### src/design/shgt_ram.sv
// Generic simple dual-port RAM with one write port and a registered read port.
`default_nettype none
module shgt_ram #(
  parameter int WIDTH = 8,
  parameter int DEPTH = 16
) (
  input  wire logic                     clk,
  input  wire logic                     we,
  input  wire logic [$clog2(DEPTH)-1:0] waddr,
  input  wire logic [WIDTH-1:0]         wdata,
  input  wire logic                     re,
  input  wire logic [$clog2(DEPTH)-1:0] raddr,
  output logic      [WIDTH-1:0]         rdata
);

  logic [WIDTH-1:0] mem [DEPTH];

  always_ff @(posedge clk) begin
    if (we) begin
      mem[waddr] <= wdata;
    end
    if (re) begin
      rdata <= mem[raddr];
    end
  end

endmodule
`default_nettype wire

### config.mk
export PLATFORM = sky130hd
export DESIGN_NAME = shgt_ram
export DESIGN_NICKNAME = d
export VERILOG_FILES = /design/src/design/shgt_ram.sv
export SDC_FILE = /design/constraint.sdc
export NUM_CORES = 1
export LEC_CHECK = 0
export ABC_AREA = 0
export BUFFER_PORTS_ARGS = -buffer_cell sky130_fd_sc_hd__buf_2
export CORE_MARGIN = 2
export CORE_UTILIZATION = 40
export CTS_CLUSTER_DIAMETER = 100
export DETAILED_ROUTE_END_ITERATION = 7
export GPL_TIMING_DRIVEN = 1
export SLEW_MARGIN = 20
export SYNTH_ARGS = -nofsm -noshare
export SYNTH_HDL_FRONTEND = slang
export SYNTH_SLANG_ARGS = --single-unit
export TNS_END_PERCENT = 30
### constraint.sdc
create_clock -name clk -period 3.1 [get_ports clk]
set_input_delay 0.31 -clock clk [delete_from_list [all_inputs] [get_ports clk]]
set_output_delay 0.31 -clock clk [all_outputs]
set_load 0.01 [all_outputs]
==> metrics.md <==
| Metric | Value |
|---|---|
| # clock sinks | 136 |
| CTS resizes | 0 |
| Crit path max fanout | 12 |
| Clock root cell | clkbuf_16 |
| Initial Util | 41.3% |
| Setup_tns | 0 ns |
| Num CTS Buffers | 17 |
| Clk_lat worst skew | 0.41 ns |
| Maximum clock rate | 564 MHz |
| Post-CTS Setup Bufs | 0 |
| Share of cells above drive strength 1 | 28.3% |
| TritonCTS clock tree | yes |
| Outcome | completed |
| Core footprint | 0.0127 mm^2 |
| Clk slew on worst S/H paths | 0.06 ns |
| Clock power frac | 45.3% |
| Cell Pwr Density | 678 mW/mm^2 |
| IO Pins | 27 |
| Combinational share of power | 4.4% |
| Pint | 0.00332 W |
| Total gr overflow | 0 |
| Die width | 118 um |
| DRC viols | 0 |
| Net count, final | 292 |
| Final WL | 9.85 mm |
| Worst Setup Start Kind | input pin |
| Setup Skew | 0.00651 ns |
| Syn_nets | 248 |
| Arrival time at the worst endpoint | 1.92 ns |
| Setup violators final | 0 |
| H-tree Lvls | 4 |
| R2r worst-path depth | 3 |
| DRT iter0 DRCs | 201 |
| Final period utilization | 57.2% |
| Largest net degree at the start of global routing | 33 |
| Worst Setup EP | rdata[4] |
| Worst slew pin tran | 0.965 ns |
| Initial antenna violation count | 0 |
| Worst R2R Start | mem[10][7] |
| Unrepaired setup endpoints after global routing | no |
| First-pass DRT Iterations | 4 |
| Routed WL per cell | 21.5 um |
| Vias in the first global route | 2442 |
| Final GP Congestion | 0.731 |
| Post-synth cell types | 18 |
| Mapped Cells | 229 |
| Dpl ws | 0.838 ns |
| Psw | 0.000825 W |
| Worst Slack Setup Final | 1.33 ns |
| Die area | 0.0140 mm^2 |
| FF+latch count, synth | 136 |
| Sw Share | 19.9% |
| Static leakage | 2.01 nW |
| Worst slew margin | 35.4% |
| R2R Path End | rdata[7] |
| Routed vias/inst | 5.15 |
| Max IR drop VDD | 0.339 mV |
| Via count | 2358 |
| Seq/Total Area, Yosys | 78.1% |
| Pwr Total | 0.00415 W |
| Post-DP HPWL | 6.30 mm |
| Global-route wire length before repair | 15.1 mm |
| Setup Crit Path Kind | in -> reg |
| Mapped Area | 0.00523 mm^2 |
| Pins Over Slew Limit | 0 |
| Routed Antenna Nets | 0 |
| Fin crit period | 1.77 ns |
| Hold buffers post-CTS | 0 |
| CP startpoint | raddr[0] |
| Hold path cells | 1 |
| CP Capture Type | flip-flop |
| R2r setup slk | 1.58 ns |
| Filler Cells Inserted | 1029 |
| Fin. Hold Viols | 0 |
| Seq pwr share | 50.3% |
| Worst EP required | 3.24 ns |
| Syn-to-layout area delta | 17.0% |
| Rows | 41 |
| Max clock buf depth | 2 |
| Worst min path class | in -> reg |
| Cell Area, Placed | 0.00555 mm^2 |
| Syn Area/Cell | 22.8 um^2 |
| Max-cap viol count | 0 |
| Yosys warns | 0 |
| Final instance area | 0.00612 mm^2 |
| GRT Total Usage | 15.2% |
| Die Y | 118 um |
| Number of port buffers | 26 |
| Diodes inserted | 0 |
kinds of logic (layout without fill, tap and decap cells):
group           count (synthesis)  after routing  share of synthesized area [%]
compound gates                 16             16                           2.30
simple gates                   35             35                           3.14
flops                         136            136                           78.1
buf+inv                        10             67                           1.65
mux                            32             32                           14.8
cell usage after synthesis:
cell | instances | area, um^2
buf_2 | 3 | 15.0
a22oi_1 | 16 | 120
mux4_1 | 14 | 368
and2_1 | 1 | 6.26
nand2_1 | 9 | 33.8
nand3_1 | 1 | 5.00
nor2_1 | 13 | 48.8
nor2b_1 | 1 | 6.26
and2b_1 | 1 | 7.51
clkdlybuf4s25_2 | 3 | 30.0
edfxtp_1 | 136 | 4080
nand2b_1 | 2 | 12.5
or3b_2 | 1 | 8.76
nor3_1 | 4 | 20.0
nand3b_1 | 2 | 15.0
mux4_2 | 18 | 405
buf_6 | 3 | 33.8
buf_4 | 1 | 7.51
cell usage in the layout (no fill, tap or decap), drive strengths merged:
cell,n
edfxtp,136
a22oi,16
clkinvlp,5
clkinv,6
nor2,13
mux4,32
buf,35
or3b,1
nor2b,1
and2,1
and2b,1
nand2,9
nand3,1
nand3b,2
nor3,4
clkbuf,19
bufinv,2
nand2b,2
sequential cells by signal (all words and copies together), names as in the netlist:
register and flops:
mem 128, rdata 8
power by group through the flow:
stage               logic [W]  clock network (W)  registers, W
floorplan            0.000105                  0       0.00212
global placement     0.000182                  0       0.00212
detailed placement   0.000185                  0       0.00212
CTS                  0.000186            0.00190       0.00209
global route         0.000198            0.00200       0.00209
finish               0.000181            0.00188       0.00209
through the flow:
stage          cells  utilization (%)  hold slack (ns)
2_1_floorplan    229                -            0.409
3_3_place_gp     426             43.8            0.702
3_5_place_dp     426             43.8            0.712
4_1_cts          458             48.3            0.282
5_1_grt          458             48.3            0.280
6_report         458             48.3            0.291
how the worst min path moves through the flow:
stage	start	to	slack, ns
after CTS	wdata[3]	mem[14][3]	0.28
after floorplan	wdata[0]	mem[0][0]	0.41
after detailed placement	re	rdata[2]	0.71
after global placement	wdata[3]	mem[14][3]	0.70
after global routing	re	rdata[2]	0.28
final	re	rdata[2]	0.29
layout make-up:
class,instances,area (um^2),area share (%)
flip-flops and latches,136,4080,66.7
clock inverters,13,131,2.15
multi-input cells,83,1060,17.3
well taps,172,215,3.52
repair buffers,35,198,3.23
clock buffers,19,433,7.08
layer usage:
metal  routed length, um  GRT usage (%)  vias to the layer above
met5                   0              0                        -
met4                 141           5.95                        0
met3                 359           4.39                       12
met2                4850           23.9                       51
met1                4500           20.2                     1229
li1                    -              -                     1066
critical path, stage by stage:
cell and delay, ns:
buf_2 0.32, buf_4 0.32, mux4_1 0.57, a22oi_1 0.30, nand2_1 0.08
No activity file was read; power rests on OpenSTA's default activity.
